[config.mk]
export PLATFORM = sky130hd
export DESIGN_NAME = rps_front
export DESIGN_NICKNAME = d
export VERILOG_FILES = /design/src/rtl/core/assert_macros.svh /design/src/rtl/core/rps_pkg.sv /design/src/rtl/core/rps_front.sv
export SDC_FILE = /design/constraint.sdc
export NUM_CORES = 1
export LEC_CHECK = 0
export BUFFER_PORTS_ARGS = -buffer_cell sky130_fd_sc_hd__buf_2
export CORE_MARGIN = 2
export CORE_UTILIZATION = 56
export CTS_BUF_LIST = sky130_fd_sc_hd__clkbuf_4
export CTS_CLUSTER_SIZE = 16
export DETAILED_ROUTE_END_ITERATION = 6
export GPL_TIMING_DRIVEN = 0
export PLACE_DENSITY = 0.75
export SYNTH_ARGS = -nofsm -noshare
export SYNTH_HDL_FRONTEND = slang
export SYNTH_SLANG_ARGS = --single-unit
[constraint.sdc]
create_clock -name clk -period 3.68 [get_ports clk]
set_input_delay 0.184 -clock clk [delete_from_list [all_inputs] [get_ports clk]]
set_output_delay 0.184 -clock clk [all_outputs]
set_load 0.005 [all_outputs]
[src/rtl/core/assert_macros.svh]
// Assertion helpers used by the RTL.
`ifndef ASSERT_MACROS_SVH
`define ASSERT_MACROS_SVH

`ifndef SYNTHESIS
`define RPS_ASSERT(lbl, clk, rst_n, prop, msg) \
  lbl: assert property (@(posedge clk) disable iff (!rst_n) prop) else $error(msg);
`define RPS_ASSERT_ALWAYS(lbl, clk, prop, msg) \
  lbl: assert property (@(posedge clk) prop) else $error(msg);
`else
`define RPS_ASSERT(lbl, clk, rst_n, prop, msg)
`define RPS_ASSERT_ALWAYS(lbl, clk, prop, msg)
`endif

`endif

[src/rtl/core/rps_pkg.sv]
package rps_pkg;

  localparam int NUM_PORTS   = 16;
  localparam int QUEUE_DEPTH = 64;

  localparam int SLOT_W = (NUM_PORTS > 1) ? $clog2(NUM_PORTS) : 1;
  localparam int QIDX_W = $clog2(QUEUE_DEPTH);
  localparam int FILL_W = $clog2(QUEUE_DEPTH + 1);
  localparam int USED_W = $clog2(NUM_PORTS + 1);
  localparam int ADDR_W = SLOT_W + QIDX_W;
  localparam int MEM_DEPTH = 2 ** ADDR_W;

  localparam int PORT_W = 16;
  localparam int SEQ_W  = 16;
  localparam int REF_W  = 16;
  localparam int CNT_W  = 7;

  typedef enum logic {
    CMD_RECV  = 1'b0,
    CMD_DRAIN = 1'b1
  } cmd_t;

  typedef enum logic [2:0] {
    ST_QUEUED  = 3'd0,
    ST_STALE   = 3'd1,
    ST_QFULL   = 3'd2,
    ST_TFULL   = 3'd3,
    ST_DRAINED = 3'd4,
    ST_NOTHING = 3'd5
  } status_t;

  // classified request handed from front to back
  typedef struct packed {
    cmd_t              cmd;
    logic              known;
    logic              tfull;
    logic [SLOT_W-1:0] slot;
    logic [SEQ_W-1:0]  seq;
    logic [REF_W-1:0]  payload;
  } req_t;

  typedef struct packed {
    logic [SEQ_W-1:0] seq;
    logic [REF_W-1:0] payload;
  } entry_t;

  typedef enum logic [2:0] {
    B_IDLE,
    B_INS,
    B_INS0,
    B_DRN,
    B_RES
  } back_state_t;

endpackage

[src/rtl/core/rps_front.sv]
module rps_front import rps_pkg::*; (
  input  logic              clk,
  input  logic              rst_n,
  input  logic              in_valid,
  output logic              in_ready,
  input  cmd_t              in_cmd,
  input  logic [PORT_W-1:0] in_port,
  input  logic [SEQ_W-1:0]  in_seq,
  input  logic [REF_W-1:0]  in_payload,
  input  logic              q_full,
  output logic              q_push,
  output req_t              q_req
);

  logic [NUM_PORTS-1:0] key_vld_r;
  logic [NUM_PORTS-1:0] key_vld_nxt;
  logic [PORT_W-1:0]    key_r [NUM_PORTS];
  logic [USED_W-1:0]    used_r;
  logic [USED_W-1:0]    used_nxt;

  logic              hit;
  logic [SLOT_W-1:0] hit_slot;
  logic              tfull;
  logic              claim;
  logic [SLOT_W-1:0] new_slot;

  // port lookup, slots are unique so first match is the only match
  always_comb begin
    hit      = 1'b0;
    hit_slot = '0;
    for (int i = 0; i < NUM_PORTS; i++) begin
      if (key_vld_r[i] && key_r[i] == in_port && !hit) begin
        hit      = 1'b1;
        hit_slot = SLOT_W'(i);
      end
    end
  end

  assign tfull    = !hit && (used_r == USED_W'(NUM_PORTS));
  assign in_ready = !q_full;
  assign q_push   = in_valid && !q_full;
  assign claim    = q_push && in_cmd == CMD_RECV && !hit && !tfull;
  assign new_slot = used_r[SLOT_W-1:0];

  always_comb begin
    q_req.cmd     = in_cmd;
    q_req.known   = hit;
    q_req.tfull   = tfull;
    q_req.slot    = hit ? hit_slot : new_slot;
    q_req.seq     = in_seq;
    q_req.payload = in_payload;
  end

  always_comb begin
    key_vld_nxt = key_vld_r;
    used_nxt    = used_r;
    if (claim) begin
      key_vld_nxt[new_slot] = 1'b1;
      used_nxt              = used_r + USED_W'(1);
    end
  end

  always_ff @(posedge clk) begin
    if (!rst_n) begin
      key_vld_r <= '0;
      used_r    <= '0;
    end else begin
      key_vld_r <= key_vld_nxt;
      used_r    <= used_nxt;
    end
  end

  always_ff @(posedge clk) begin
    if (claim) begin
      key_r[new_slot] <= in_port;
    end
  end

endmodule

After elaboration in Yosys (flattened, before gate mapping)

Memory sizes are Yosys's and may differ from the RTL's.
Cells that the tools add are included.

Flip-flop bits (word level): 21
RAM bits: 256
Input bits: 53
Output and inout port bits: 41
Memories: 1

Memory list:

| memory | words | width | read ports | clocked after Yosys merged registers in | wr ports | line            | text |
|---|---|---|---|---|---|---|---|
| key_r  | 16    | 16    | 16         | 0                                       | 1        | rps_front.sv:17 | `logic [PORT_W-1:0] key_r [NUM_PORTS];` |

Add/sub/neg operators: 1
Order comparisons: 2
Eq/ne operators: 17
Multiplexer cells: 36
Bitwise gates (word level): 2
Reduce and logical (&&, ||, !) cells: 55

Operator list:

| cell                                                               | count |
|---|---|
| equality test 16 bit                                               | 16 |
| two-way mux 4 bit                                                  | 15 |
| logical AND 1 bit                                                  | 37 |
| two-way mux 1 bit                                                  | 20 |
| zero test 1 bit                                                    | 18 |
| OR 16 bit                                                          | 1 |
| adder 5 x 1 -> 5 bit (second input constant)                       | 1 |
| equality test 5 bit (second input constant)                        | 1 |
| less-than comparator 4 x 5 -> 1 bit (second input constant)        | 1 |
| demux 1 bit (select 4 bit)                                         | 1 |
| greater-or-equal comparator 4 x 1 -> 1 bit (second input constant) | 1 |
| NOT 1 bit                                                          | 1 |

Depth between registers and ports, before layout

An unclocked memory read counts as a cell.

Depth in word-level cells: 55
Gate-level depth with buffers: 11

Worst setup path after synthesis

No wires, ideal clock.

Path kind: in2reg
Start point: input port in_port[3]
End point: memory key_r[15][0], enable pin
Setup time: 0.376 ns
Arrival time: 2.022 ns
Required time: 3.304 ns
Setup slack: 1.282 ns
Cell stages on the path: 9
Cells stage by stage: buf_4 buf_8 xor2_1 nor3_1 nand4_1 o22ai_2 nor4_1 and3_4 and3_1

Word-level cells in the longest chain between the ends: 54
Elaborated cells between the ends (all ways): 85
Classes of those cells: eq/ne: 16; mux: 18; reduce/logical: 51

Ends and longest elaborated chain:

| what                                      | line                             | text |
|---|---|---|
| from (decl)                               | rps_front.sv:7                   | `input logic [PORT_W-1:0] in_port,` |
| equality test 16 bit                      | rps_front.sv:32                  | `if (key_vld_r[i] && key_r[i] == in_port && !hit) begin` |
| logical AND 1 bit                         | rps_front.sv:32                  |  |
| two-way mux 1 bit                         | rps_front.sv:32                  |  |
| zero test 1 bit                           | rps_front.sv:32                  |  |
| logical AND 1 bit                         | rps_front.sv:32                  |  |
| two-way mux 1 bit                         | rps_front.sv:32                  |  |
| zero test 1 bit                           | rps_front.sv:32                  |  |
| logical AND 1 bit                         | rps_front.sv:32                  |  |
| [38 not listed]                           | -                                |  |
| logical AND 1 bit                         | rps_front.sv:32                  |  |
| two-way mux 1 bit *                       | rps_front.sv:32                  |  |
| zero test 1 bit *                         | rps_front.sv:39, rps_front.sv:42 |  |
| logical AND 1 bit                         | rps_front.sv:39                  | `assign tfull = !hit && (used_r == USED_W'(NUM_PORTS));` |
| zero test 1 bit                           | rps_front.sv:42                  | `assign claim = q_push && in_cmd == CMD_RECV && !hit && !tfull;` |
| logical AND 1 bit *                       | rps_front.sv:42                  |  |
| two-way mux 1 bit *                       | rps_front.sv:74                  | `if (claim) begin` |
| two-way mux 1 bit (implied by the code) * | rps_front.sv:75                  | `key_r[new_slot] <= in_port;` |
| to (decl)                                 | rps_front.sv:17                  |  |

Every way passes the cells marked *; elsewhere a longest branch is shown, timed or not.

==> impl_metrics.ini <==
[layout]
final_cells = 1314
areaGrowthSynthToFinish_pct = 15.01
fill_cells = 1604
drive_above_1_share = 0.2662
fin_nets = 1030

[grt]
grt_pass1_wl_um = 43640
grt_max_degree = 19
antenna_found_initial = 1
first_global_vias = 7279
grtUsageTotal = 0.2586
overflow = 0

[worst_setup_path]
startpoint_type = primary input
r2r-end = key_r[15][15]
path_cells = dlygate4sd3_1 -> buf_2 -> buf_6 -> xor2_1 -> nor4_1 -> nand4_1 -> o22ai_1 -> nor4_4 -> nand2_1 -> nor2_1 -> nor2_1 -> buf_2
worst-path-max-fanout = 15
crit_path_max_incr_delay_ps = 530
cp_slowest_cell = dlygate4sd3_1
required_ps = 3500
r2r_cells = 7
endpoint_kind = output pin
cp-endpoint = q_req[34]
ff2ff_setup_slack_ps = 820
crit_type = primary input to output pin
cp.arrival_ps = 3370
r2r-start = key_r[3][14]
cp-startpoint = in_port[0]

[die]
coreArea_um2 = 21820
die_area_um2 = 23440
die_h_um = 153.1
io_pins = 94
fp-row-count = 54
initial_utilization = 0.5705
dieWidth_um = 153.1

[route]
ant_nets = 0
wl_per_cell_um = 23.05
drt-initial-drc-count = 588
avgViaCountPerCell = 5.563
drc = 0
vias = 7310
detail_route.first_pass.iterations = 5
routed_wl_um = 30290

[yosys]
syn_nets = 879
synth_ff_type = edfxtp_1
synth.ff_latch_count = 277
synth.area.top_cells = edfxtp_1 (62%), xor2_1 (17%), dfxtp_1 (3.4%)
synth_common_cells = edfxtp_1 (256), xor2_1 (239), nor4_1 (52)
ys_async_sr_fraction = 0
synth_edf_count = 256
syn_area_um2 = 12450
yosys.area.top_type = edfxtp_1
syn_area_per_cell_um2 = 15.15
synthDistinctLibCells = 40
seq_area_frac_synth = 0.6513
synth.most_common_cell = edfxtp_1
postSynthCellCount = 822
synth_top_cell_area_share = 0.6175
yosysWarnings = 0

[sta]
slew_headroom = 0.4526
setup_viol = 0
finalMaxSlewViolations = 0
min_period_ps = 3551
skew_ps = 56.00
fmax_mhz = 281.6
post-route-period-util = 0.9649
rsz0062_at_grt = false
tns_ps = 0
finalHoldViolCount = 0
worst_slew_pin_slew_ps = 821.1

[hold_path]
hold_path.class = primary input to flop

[placed_design]
gp_congestion = 0.8821
hpwl_um = 17730
post-place-cells = 1163
port_buffers = 61

[clock_network]
cts_made_buffers = 73
worstSkewPairLatency_ps = 700
cts_tree = yes
post-cts-setup-buffers = 0
clk_pin_slew_ps = 70
htreeDepth = 3
cts-root-buf = clkbuf_4
clock_sinks = 277
cts_max_path_buffers = 3

[run_status]
outcome = complete, no violations

[flow_run]
drv_cap = 0

[power_and_ir_drop]
powerDensity_nw_per_um2 = 473.2
ir_drop_v = 0.0003943
leakagePower_nw = 5.161
through the flow:
| stage | total power, W | utilization | cell area [um^2] | hold slack [ps] | worst slack, ps |
|---|---|---|---|---|---|
| 5_1_grt | 0.006994 | 0.6561 | 14320 | 4.507 | 18.23 |
| 6_report | 0.006774 | 0.6561 | 14320 | 39.59 | 129.0 |
| 3_3_place_gp | 0.003948 | 0.6005 | 13110 | 446.8 | 230.0 |
| 2_1_floorplan | 0.003770 | - | 12450 | 282.9 | 1282 |
| 3_5_place_dp | 0.003956 | 0.6005 | 13110 | 453.8 | 164.3 |
| 4_1_cts | 0.006800 | 0.6526 | 14240 | 1.130 | 47.95 |
sequential cells by signal, summed over array words and instances, names as in the netlist:
signal / flops
key_vld_r: 16
key_r: 256
used_r: 5
cell type report:
class / count / area, um^2 / share of cell area
Antenna cell: 1 / 2.502 / 0.0001748
Buffer: 71 / 665.6 / 0.04649
Clock buffer: 113 / 848.3 / 0.05925
Clock inverter: 22 / 167.7 / 0.01171
Inverter: 4 / 15.01 / 0.001049
Multi-Input combinational cell: 470 / 3680 / 0.2570
Sequential cell: 277 / 8108 / 0.5663
Tap cell: 280 / 350.3 / 0.02447
Timing Repair Buffer: 76 / 480.5 / 0.03356
timing repair:
action                                  in CTS  in global routing
resized for setup                            0                 13
endpoints found under the setup margin       0                  4
endpoints found under the hold margin      102                  4
hold buffers                                12                  3
worst max-delay path: cells and delay by family:
kind / cells / cell delay, ps
compound gates: 1 / 500
xor+xnor: 1 / 80
buf+inv: 4 / 1360
simple gates: 6 / 1230
worst min path at each step:
stage,depth (start not counted),startpoint,to
4_1_cts,1,in_port[4],key_r[13][4]
3_5_place_dp,1,key_vld_r[4],key_vld_r[4]
2_1_floorplan,0,in_port[0],key_r[0][0]
6_report,1,in_port[2],key_r[15][2]
3_3_place_gp,1,key_vld_r[5],key_vld_r[5]
5_1_grt,1,in_port[14],key_r[13][14]
logic make-up (layout without fill, tap and decap cells):
family                   Yosys count  after routing  synth area share
AND/OR/NAND/NOR                  170            170           0.08503
other                              0              1                 0
adder cells (fa/ha/maj)            4              4          0.004020
buffers and inverters             75            286           0.05467
multiplexers                       3              3          0.002412
XOR/XNOR                         257            257            0.1808
flip-flops                       277            277            0.6513
AO/OA/AOI/OAI                     36             36           0.02181
layer usage:
metal / global-route usage / share of wire
met3: 0.05614 / 0.080
met1: 0.3519 / 0.41
met2: 0.4014 / 0.47
met4: 0.1199 / 0.037
met5: 0 / 0
cells in the final DEF, fill, tap and decap left out, drive strengths merged, types with 2 or more instances in the layout:
master,count
dfxtp,21
o31ai,2
nor2b,3
nor4b,6
nor2,14
clkbuf,125
edfxtp,256
nor3,20
nand2b,3
buf,120
xor2,239
nor4,53
or2,2
o22ai,9
mux2i,3
o21ai,2
o21a,17
dlygate4sd3,15
or4,2
and3,17
clkinv,17
a21oi,2
bufinv,3
inv,5
ha,4
nand3,6
nand4,17
nand2,22
xnor2,18
and2,2
power by group:
part	internal, W	switching [W]
clock network	0.00161	0.00125
registers	0.00344	0.00000414
logic	0.000174	0.000285
total	0.00523	0.00154
Power figures use the tool's default switching activity.
