**config.mk**
```make
export PLATFORM = sky130hd
export DESIGN_NAME = rps_queue
export DESIGN_NICKNAME = d
export VERILOG_FILES = /design/src/rtl/core/assert_macros.svh /design/src/rtl/core/rps_pkg.sv /design/src/rtl/core/rps_queue.sv
export SDC_FILE = /design/constraint.sdc
export NUM_CORES = 1
export LEC_CHECK = 0
export BUFFER_PORTS_ARGS = -buffer_cell sky130_fd_sc_hd__buf_4
export CORE_UTILIZATION = 51
export CTS_CLUSTER_SIZE = 40
export DETAILED_ROUTE_END_ITERATION = 10
export PLACE_DENSITY_LB_ADDON = 0.2
export SYNTH_ARGS = -nofsm -noshare
export SYNTH_HDL_FRONTEND = slang
export SYNTH_SLANG_ARGS = --single-unit
```
**constraint.sdc**
```tcl
create_clock -name clk -period 3.5 [get_ports clk]
set_clock_uncertainty 0.2 [all_clocks]
set_input_delay 0.175 -clock clk [delete_from_list [all_inputs] [get_ports clk]]
set_output_delay 0.175 -clock clk [all_outputs]
set_load 0.01 [all_outputs]
```
**src/rtl/core/assert_macros.svh**
```systemverilog
// Assertion helpers used by the RTL.
`ifndef ASSERT_MACROS_SVH
`define ASSERT_MACROS_SVH

`ifndef SYNTHESIS
`define RPS_ASSERT(lbl, clk, rst_n, prop, msg) \
  lbl: assert property (@(posedge clk) disable iff (!rst_n) prop) else $error(msg);
`define RPS_ASSERT_ALWAYS(lbl, clk, prop, msg) \
  lbl: assert property (@(posedge clk) prop) else $error(msg);
`else
`define RPS_ASSERT(lbl, clk, rst_n, prop, msg)
`define RPS_ASSERT_ALWAYS(lbl, clk, prop, msg)
`endif

`endif

```
**src/rtl/core/rps_pkg.sv**
```systemverilog
package rps_pkg;

  localparam int NUM_PORTS   = 16;
  localparam int QUEUE_DEPTH = 64;

  localparam int SLOT_W = (NUM_PORTS > 1) ? $clog2(NUM_PORTS) : 1;
  localparam int QIDX_W = $clog2(QUEUE_DEPTH);
  localparam int FILL_W = $clog2(QUEUE_DEPTH + 1);
  localparam int USED_W = $clog2(NUM_PORTS + 1);
  localparam int ADDR_W = SLOT_W + QIDX_W;
  localparam int MEM_DEPTH = 2 ** ADDR_W;

  localparam int PORT_W = 16;
  localparam int SEQ_W  = 16;
  localparam int REF_W  = 16;
  localparam int CNT_W  = 7;

  typedef enum logic {
    CMD_RECV  = 1'b0,
    CMD_DRAIN = 1'b1
  } cmd_t;

  typedef enum logic [2:0] {
    ST_QUEUED  = 3'd0,
    ST_STALE   = 3'd1,
    ST_QFULL   = 3'd2,
    ST_TFULL   = 3'd3,
    ST_DRAINED = 3'd4,
    ST_NOTHING = 3'd5
  } status_t;

  // classified request handed from front to back
  typedef struct packed {
    cmd_t              cmd;
    logic              known;
    logic              tfull;
    logic [SLOT_W-1:0] slot;
    logic [SEQ_W-1:0]  seq;
    logic [REF_W-1:0]  payload;
  } req_t;

  typedef struct packed {
    logic [SEQ_W-1:0] seq;
    logic [REF_W-1:0] payload;
  } entry_t;

  typedef enum logic [2:0] {
    B_IDLE,
    B_INS,
    B_INS0,
    B_DRN,
    B_RES
  } back_state_t;

endpackage

```
**src/rtl/core/rps_queue.sv**
```systemverilog
module rps_queue import rps_pkg::*; (
  input  logic clk,
  input  logic rst_n,
  input  logic push,
  input  req_t push_req,
  input  logic pop,
  output req_t head,
  output logic full,
  output logic empty
);

  req_t       slot_r [2];
  logic       wr_r;
  logic       rd_r;
  logic [1:0] cnt_r;

  assign full  = cnt_r == 2'd2;
  assign empty = cnt_r == 2'd0;
  assign head  = slot_r[rd_r];

  always_ff @(posedge clk) begin
    if (!rst_n) begin
      wr_r  <= 1'b0;
      rd_r  <= 1'b0;
      cnt_r <= 2'd0;
    end else begin
      if (push) begin
        wr_r <= ~wr_r;
      end
      if (pop) begin
        rd_r <= ~rd_r;
      end
      cnt_r <= cnt_r + {1'b0, push} - {1'b0, pop};
    end
  end

  always_ff @(posedge clk) begin
    if (push) begin
      slot_r[wr_r] <= push_req;
    end
  end

endmodule

```
# Yosys cells after proc, flatten, opt, wreduce, memory -nomap -nowiden
# Memories as Yosys holds them, arrays and structs flattened. A register that Yosys moved wholly into a read port is not among the register bits.
# Index checks and enable logic that the tools add are counted.
word_totals:
  mem_count: 1
  input_bits: 43
  out_inout_bits: 41
  romBits: 0
  latch_bits: 0
  regBits: 4
  ramBits: 78
classes:
  div_mod_pow: 0
  n_eq_ne: 1
  shift: 0
  mux: 4
  bitwise: 2
  reduce_logical: 1
  mul: 0
  magnitude_cmp: 0
  addsub: 2
memory_table:
  columns: ["name", "words", "width", "rd", "rd_clocked_by_memory_dff", "write_ports", "line", "text"]
  rows:
  - ["slot_r", 2, 39, 1, 1, 1, "rps_queue.sv:12", "req_t slot_r [2];"]
ops:
  columns: ["operator", "n"]
  rows:
  - ["two-way mux 1 bit", 4]
  - ["adder 2 x 1 -> 2 bit", 1]
  - ["equality test 2 bit, second input constant", 1]
  - ["zero test 2 bit", 1]
  - ["inverter 1 bit", 2]
  - ["subtractor 2 x 1 -> 2 bit", 1]

# Logic depth before layout (Yosys ltp)
# Gate-level depths: netlist of run 1.
logic_depth:
  word_depth: 3
  ltp_mapped: 6
  depth_no_buf: 6

# Worst setup path before layout of run 1
# Ideal clock, no wire load.
synth_path:
  kind: "reg-to-reg"
  from: "register wr_r"
  to: "memory slot_r[0][0] (netlist name), enable pin"
  setup_slack_ns: 0.777
  path_stages_with_launch: 2
  t_arrival_ns: 2.082
  setup_ns: 0.441
  n_path_buf: 0
  period_less_slack_ns: 2.723
  path_cell_list: "dfxtp_1 nor2b_1"
synth_rtl:
  columns: ["item", "line", "text"]
  rows:
  - ["start, declared", "rps_queue.sv:13", "logic wr_r;"]
  - ["start signal, assigned", "rps_queue.sv:28", "wr_r <= ~wr_r;"]
  - ["end, declared", "rps_queue.sv:12", null]
# Straight into the memory's write port.

==> metrics.txt, run 1 <==
status finished clean; Syn Inst Count around 140; Vias ~1700; NetSw around 450 µW; clock sink count 83; Clk pwr share 0.267; Tcrit/Tclk final 0.660; Data required, critical path 3120 ps; hold path depth 2; Pleak between 1.5 and 2 nW; GRT overflow 0; Final Non-Filler Cells 352; die height 79.8 µm; max cap viols 0; Inst Count DP 293; Via density 4.85; PortBufs 83; Min Hold Slack approximately 370 ps; Reg power frac 0.580; Power Total ~2.0 mW; Die Wd between 70 and 80 µm; crit path kind register to output port; Synth Cell Area 0.00309 mm²; DP Area roughly 0.0038 mm²; first-pass GRT wire length ~8600 µm; power share of the combinational group 0.153; drt initial violations slightly above 60; Core Region 0.00568 mm²; slew of the pin with the lowest slew margin between 1000 and 1500 ps; total track usage 0.191; CTS tree done; die area about 0.0064 mm²; kind of end point of the critical path output port; Sw Share 0.220; RSZ-0062 raised after global routing no; number of library cell types mapped by synthesis 15; final core occ 0.766; crit path max-delay cell type dfxtp_2; R2R cell count 1; Int Pwr ~1.6 mW; total CTS buffers 9; Boundary Pins 84; critical path's largest stage delay a little over 1000 ps; fin area ~0.0043 mm²; Syn Area/Cell 21.7 µm²; final hold violations 0; Critical Path AT about 1900 ps; VDD IR max around 0.34 mV; Final GP Congestion roughly 0.66; Peak Freq 0.433 GHz; final worst setup slack around 1200 ps; Final HPWL DP roughly 3500 µm; post-route antenna net violation count 0; Synth Register Bits slightly above 80; Synth-to-Final Area Change 41.0%; Clock transition at path regs about 80 ps; layout cell share with drive strength beyond 1 0.482; post-CTS sizing 0; Layout Nets 320; setup violators final 0; mean routed wirelength per cell around 16 µm; Worst setup SP type register; H-tree depth 3; Bufs on Longest Clock Path 2; drt drc 0; Root Buffer clkbuf_8; Setup TNS 0 ps; Initial Utilization 0.544; minimum clock period about 2300 ps; Ant. Diodes 0; initial antenna violation count 0; FP Rows 27; crit-path cells mux2_2 -> buf_4; Seq/Total Area, Yosys 0.792; worst skew pair latency 330 ps; vias in the first global route between 1500 and 2000; syn_nets about 190; Slew Limit Fails 0; Rel. slew slack 0.223; pin count of the biggest net entering global routing 41; final wirelength 5730 µm; TritonRoute pass-1 iters 4; CP max FO 39; pre-CTS setup slack 1520 ps; PwrDens ~470 mW/mm²; Yosys Warn Count 0; Hold Path Class primary input to register
-- timing repair --
action | CTS | global route
hold buffers | 43 | 0
endpoints found under the hold margin | 83 | 0
buffers inserted | 0 | 0
-- worst max-delay path: cells and delay by family (launching register included) --
family | cells | cell delay [ps]
buffers and inverters | 1 | 150
flip-flops | 1 | 1010
multiplexers | 1 | 430
-- cell usage after synthesis --
cell	n	area [µm²]
and2_1	4	25.0
buf_4	2	15.0
buf_6	1	11.3
buf_8	1	15.0
dfxtp_1	5	100
edfxtp_1	78	2340
ha_1	2	25.0
inv_1	2	7.51
mux2_2	29	327
mux2_4	10	150
nor2_1	1	3.75
nor2b_1	4	25.0
o21a_1	1	7.51
xnor3_1	1	22.5
xor2_1	1	8.76
-- flip-flops by register name, indices dropped and copies added (netlist names), named ones only --
name,cells
wr_r,1
cnt_r,2
rd_r,1
slot_r,78
-- cells in the final DEF (no fill, tap or decap), drive strengths merged --
cell         count
and2             4
mux2            39
dfxtp            5
o21a             1
xor2             1
inv              2
edfxtp          78
clkbuf          11
xnor3            1
buf             83
ha               2
nor2b            4
clkinv           5
dlygate4sd3     43
nor2             1
-- path summary, 6_finish.rpt --
check | from | endpoint | slack [ps]
worst max-delay path | register | head[6] | 1190
worst min-delay path | push_req[12] | slot_r[0][12] | 370
worst max register to register | wr_r | slot_r[0][11] | 1650
worst min register to register | rd_r | register | 400
-- final cells by class --
class	instances	area, µm²
sequential	83	2440
fill	333	1330
timing repair buffer	126	1050
multi-input combinational	53	603
clock buffer	11	131
tap	72	90.1
clock inverter	5	20.0
inverter	2	7.51
-- power by group through the flow --
stage | Combinational, mW | Clock (mW) | Sequential [mW]
2_1_floorplan | 0.156 | 0 | 1.18
3_3_place_gp | 0.262 | 0 | 1.20
3_5_place_dp | 0.271 | 0 | 1.21
4_1_cts | 0.312 | 0.561 | 1.18
5_1_grt | 0.334 | 0.590 | 1.19
6_report | 0.312 | 0.545 | 1.18
-- routing by layer --
layer / share of wire / GRT usage / wire length, µm / vias up
li1: - / - / - / 814
met1: 0.37 / 0.186 / 2110 / 830
met2: 0.58 / 0.370 / 3310 / 53
met3: 0.034 / 0.0354 / 192 / 10
met4: 0.020 / 0.107 / 115 / 0
met5: 0 / 0 / 0 / -
-- cell families (layout without fill, tap and decap cells) --
kind of cell               after synthesis  after routing  synth area share
DFF                                     83             83             0.792
muxes                                   39             39             0.154
and+or+nand+nor                          9              9            0.0174
buffers and inverters                    6            144            0.0158
adders and majority gates                2              2           0.00811
xor gates and xnor gates                 2              2            0.0101
AOI/OAI and AO/OA                        1              1           0.00243
Power figures use the tool's default switching activity.
==> run 2: changes to the inputs <==
Settings changed: ABC_AREA from default to 1, CORE_UTILIZATION 51 to 46.
Clock period 3.5 ns to 2 ns, I/O delays scaled along.
==> run 2 against run 1 <==
The run now ends with design-rule violations left. Synthesized cell count rose by 8.5%. Critical path depth rose by 5. Combinational power rose by 68%. Flip-flop and latch count did not move. Sequential power rose by 72%. Worst hold slack got worse by 340 ps. Design area rose by 1.9%. Worst setup slack got worse by 1100 ps. Routed wire length fell by 6.3%. Via count rose by 3.0%. Register-to-register slack got worse by 1500 ps.
==> metrics.txt, run 2 <==
Initial Utilization 0.480; Setup TNS 0 ps; commonest non-fill, non-tap cells in the layout buf_4 (89), edfxtp_1 (78), dlygate4sd3_1 (42); Tcrit/Tclk final 0.940; fin area between 0.004 and 0.005 mm²; vias in the first global route approximately 1800; biggest regs slot_r (78), cnt_r (2); kind of end point of the critical path register; Boundary Pins 84; drt drc 11; crit path max-delay cell type dlygate4sd3_1; Post-synth EDFFs 78; VDD IR max just over 0.6 mV; Final HPWL DP between 3000 and 4000 µm; number of library cell types mapped by synthesis 13; total CTS buffers 9; Core Region between 0.006 and 0.007 mm²; pre-CTS setup slack 497 ps; Die Wd ~84 µm; CTS tree done; Clk pwr share 0.303; Seq/Total Area, Yosys 0.792; post-route antenna net violation count 0; syn_nets between 150 and 200; H-tree depth 3; Synth-to-Final Area Change 43.7%; FFs w/ async S/R, synth 0; Clock transition at path regs about 70 ps; Layout Nets between 300 and 400; Yosys top cell by area edfxtp_1; Pleak between 1.5 and 2 nW; Critical Path AT 1920 ps; drt initial violations 95; Filler Cell Count approximately 430; violated checks design-rule violations; Via density 4.70; clock sink count 83; CP max FO 3; Vias 1758; NetSw around 790 µW; final worst setup slack 120 ps; CP most frequent cell inv_1; Data required, critical path around 2000 ps; Final GP Congestion 0.691; Crit path max-delay family buffers and inverters; minimum clock period 1880 ps; Post-synth top cells edfxtp_1 (78), mux2_2 (29), mux2_4 (10); Syn Area/Cell ~20 µm²; Syn Inst Count around 150; crit path kind register to register; die area between 0.007 and 0.008 mm²; Yosys Warn Count 0; power share of the combinational group 0.143; PortBufs 83; Reg with most FFs slot_r; Ant. Diodes 0; crit-path cells inv_1 -> ha_1 -> inv_1 -> ha_1 -> nand2_1 -> dlygate4sd3_1 -> inv_1; Reg power frac 0.554; final hold violations 0; TritonRoute pass-1 iters 7; initial antenna violation count 0; Inst Count DP about 320; Final Non-Filler Cells about 370; layout cell share with drive strength beyond 1 0.481; RSZ-0062 raised after global routing no; max reg flops 78; FP Rows 29; Root Buffer clkbuf_8; critical path's largest stage delay between 500 and 600 ps; Synth Cell Area ~0.003 mm²; Hold Path Class primary input to register; total track usage 0.170; PwrDens 826 mW/mm²; Peak Freq 0.532 GHz; Worst setup SP type register; first-pass GRT wire length around 9000 µm; Sw Share 0.214; Int Pwr ~2.9 mW; setup violators final 0; pin count of the biggest net entering global routing 25; status finished, violations left; Slew Limit Fails 0; Top FF cell, synth edfxtp_1; Bufs on Longest Clock Path 2; Min Hold Slack ~31 ps; die height 83.9 µm; postcts setup bufs 0; commonest non-fill, non-tap cell in the layout buf_4; post-synth top area share 0.759; count leader, synth edfxtp_1; Rel. slew slack 0.752; mean routed wirelength per cell 14.4 µm; largest cells by area after synthesis edfxtp_1 (76%), mux2_2 (11%), mux2_4 (4.9%), dfxtp_1 (3.2%), nor2_1 (1.1%); worst skew pair latency ~330 ps; slew of the pin with the lowest slew margin around 370 ps; DP Area ~0.0038 mm²; final wirelength about 5400 µm; max cap viols 0; WP buf/inv 4; GRT overflow 0; Synth Register Bits 83
-- run 2: cell types whose count changed in the layout (fill, tap and decap cells not counted), moves of 2 or more --
cell      change
nand2_1       +8
nor2_1        +7
and2_1        -3
buf_4         +6
nor2b_1       -3
inv_1         +4
clkinv_1      -2
-- run 2: kinds of logic (layout without fill, tap and decap cells) --
| group | Yosys count | in the layout | synth area share |
|---|---|---|---|
| adders and majority gates | 2 | 2 | 0.00811 |
| DFF | 83 | 83 | 0.792 |
| buffers and inverters | 11 | 154 | 0.0219 |
| and+or+nand+nor | 18 | 18 | 0.0223 |
| muxes | 39 | 39 | 0.154 |
| AOI/OAI and AO/OA | 1 | 1 | 0.00162 |
-- run 2: stage by stage --
step,util,total power [mW]
after global placement,0.594,2.51
after floorplan,-,2.29
after global routing,0.690,3.81
after detailed placement,0.594,2.53
final,0.690,3.66
after CTS,0.690,3.70
-- run 2: timing repair --
action                     4_1_cts  5_1_grt
setup endpoints to repair        0        1
hold buffers                    43        0
gates resized for setup          0        1
hold endpoints to repair        83        0
-- run 2: power by group through the flow --
stage	Clock (mW)	Combinational, mW	Sequential (mW)
after floorplan	0	0.230	2.06
after global placement	0	0.447	2.07
after detailed placement	0	0.455	2.07
after CTS	1.14	0.528	2.03
after global routing	1.20	0.568	2.04
final	1.11	0.523	2.03
-- run 2: final timing paths --
path / start / to / slack, ps / cells past startpoint
worst max-delay path: cnt_r[0] / cnt_r[0] / 120 / 7
worst min-delay path: pop / rd_r / 30 / 4
worst max register to register: cnt_r[0] / cnt_r[0] / 120 / 7
worst min register to register: rd_r / rd_r / 310 / 2
-- run 2: worst min-delay path, cell delays in order --
cell and delay [ps]:
dlymetal6s4s_1 170, buf_4 120, nor2_1 50, nor2_1 90
-- run 2: layer usage --
layer,GRT usage,vias up,part of all wire
met5,0,-,0
met3,0.0346,12,0.043
li1,-,857,-
met2,0.282,54,0.51
met4,0.0846,0,0.020
met1,0.212,835,0.43
-- run 2: final cells by class --
class                   instances  area [µm²]  area share
flip-flops and latches         83        2440       0.551
repair buffers                132        1100       0.248
multi-input cells              60         583       0.132
clock buffers                  10         128      0.0288
well taps                      77        96.3      0.0217
clock inverters                 5        55.1      0.0124
inverters                       7        26.3     0.00593
==> run 3: changes to the inputs <==
Settings changed: CORE_ASPECT_RATIO from default to 2, PLACE_DENSITY from default to 0.84, PLACE_DENSITY_LB_ADDON 0.2 to default.
==> run 3 against run 2 <==
Global-route usage grew 1.6 points. Sequential power about the same. First-iteration DRC count shrank 41%. Register-to-register slack better by 360 ps. Sequential share of layout area decreased by 0.98 points. Die area is 0.28% higher. Utilization up 1.4 points. Power is 8.0% higher. The flow now finishes without violations. Final cell count grew 2.4%. Critical path depth decreased by 4. Fmax increased by 10%.
==> metrics.txt, run 3 (synthesis results as in run 2) <==
Final HPWL DP ~3600 µm; max reg flops between 70 and 80; Rel. slew slack 0.741; final worst setup slack 291 ps; Bufs on Longest Clock Path 2; Reg power frac 0.515; Data required, critical path about 1700 ps; FP Rows slightly above 40; max cap viols 0; setup violators final 0; PortBufs between 80 and 90; Clk pwr share 0.351; pin count of the biggest net entering global routing 29; Filler Cell Count 424; total CTS buffers 9; hold path depth 2; postcts setup bufs 0; commonest non-fill, non-tap cell in the layout buf_4; Synth-to-Final Area Change 46.4%; Die Wd ~60 µm; mean routed wirelength per cell approximately 15 µm; vias in the first global route just under 2000; Worst setup SP type register; CP max FO 12; CP most frequent cell buf_4; PwrDens between 800 and 900 mW/mm²; reg2reg setup slack between 400 and 500 ps; Sw Share 0.207; commonest non-fill, non-tap cells in the layout buf_4 (88), edfxtp_1 (78), dlygate4sd3_1 (42); Pleak about 1.8 nW; crit path kind register to output port; hold worst-path end slot_r[0][38]; biggest regs slot_r (78), cnt_r (2); Ant. Diodes 0; layout cell share with drive strength beyond 1 0.475; crit-path cells buf_4 -> mux2_2 -> buf_4; R2R cell count 8; CTS tree done; first-pass GRT wire length between 9000 and 10000 µm; RSZ-0062 raised after global routing no; worst skew pair latency between 300 and 400 ps; minimum clock period around 1700 ps; NetSw 818 µW; WP buf/inv 2; Layout Nets roughly 340; Clock transition at path regs approximately 50 ps; VDD IR max ~0.68 mV; power share of the combinational group 0.134; Root Buffer clkbuf_16; final core occ 0.704; Power Total between 3 and 4 mW; Critical Path AT 1410 ps; Core Region around 0.0064 mm²; H-tree depth 3; Vias 1802; TritonRoute pass-1 iters 4; Setup TNS 0 ps; drt initial violations 56; Int Pwr 3.14 mW; crit path max-delay cell type mux2_2; r2r endpoint cnt_r[1]; Initial Utilization 0.481; total track usage 0.186; drt drc 0; Reg with most FFs slot_r; initial antenna violation count 0; slew of the pin with the lowest slew margin around 390 ps; Via density between 4 and 5; R2R Path Start cnt_r[0]; min-delay src push_req[38]; clock sink count between 80 and 90; Inst Count DP about 330; Final Non-Filler Cells between 300 and 400; die area 0.00706 mm²; Peak Freq between 0.5 and 0.6 GHz; kind of end point of the critical path output port; pre-CTS setup slack 487 ps; Boundary Pins 84; final hold violations 0; Slew Limit Fails 0; critical path's largest stage delay about 370 ps; status finished clean; final wirelength 5820 µm; die height roughly 120 µm; Final GP Congestion roughly 0.70; Hold Path Class primary input to register; post-route antenna net violation count 0; GRT overflow 0; Tcrit/Tclk final 0.855; Crit path max-delay family buffers and inverters
[run 3: power by group through the flow]
stage                     Sequential [mW]  Combinational [mW]  Clock [mW]
after floorplan                      2.06               0.230           0
after global placement               2.06               0.450           0
after detailed placement             2.07               0.466           0
after CTS                            2.04               0.537        1.42
after global routing                 2.04               0.571        1.50
final                                2.04               0.529        1.39
[run 3: worst max-delay path by stage]
stage                        start      endpoint  slack (ps)  cells past startpoint
after global routing      register      head[13]         240                      3
after CTS                      pop      cnt_r[0]          60                      8
final                     register      head[13]         290                      3
after global placement    cnt_r[0]      cnt_r[1]         580                      8
after detailed placement  cnt_r[0]      cnt_r[1]         490                      8
after floorplan               wr_r  slot_r[0][0]          40                      1
[run 3: layout make-up]
type / count / area, µm² / share of cell area
Clock buffer: 11 / 233 / 0.0515
Clock inverter: 5 / 20.0 / 0.00443
Inverter: 7 / 26.3 / 0.00582
Multi-Input combinational cell: 60 / 583 / 0.129
Sequential cell: 83 / 2440 / 0.541
Tap cell: 86 / 108 / 0.0238
Timing Repair Buffer: 131 / 1100 / 0.244
[run 3: routing by layer]
layer	track usage	share of wire	wire, µm	up-vias
li1	-	-	-	855
met1	0.178	0.34	1960	865
met2	0.324	0.58	3370	64
met3	0.0527	0.048	279	18
met4	0.119	0.035	202	0
met5	0	0	0	-
[run 3: stage by stage]
stage | area (µm²) | hold slack, ps
2_1_floorplan | 3090 | -6.55
3_3_place_gp | 3840 | 84.4
3_5_place_dp | 3840 | 89.6
4_1_cts | 4520 | 288
5_1_grt | 4520 | 298
6_report | 4520 | 303
[run 3: repair_timing]
action	in CTS	in global routing
gates resized for setup	0	1
endpoints found under the setup margin	0	1
hold endpoints to repair	83	0
hold buffers	43	0
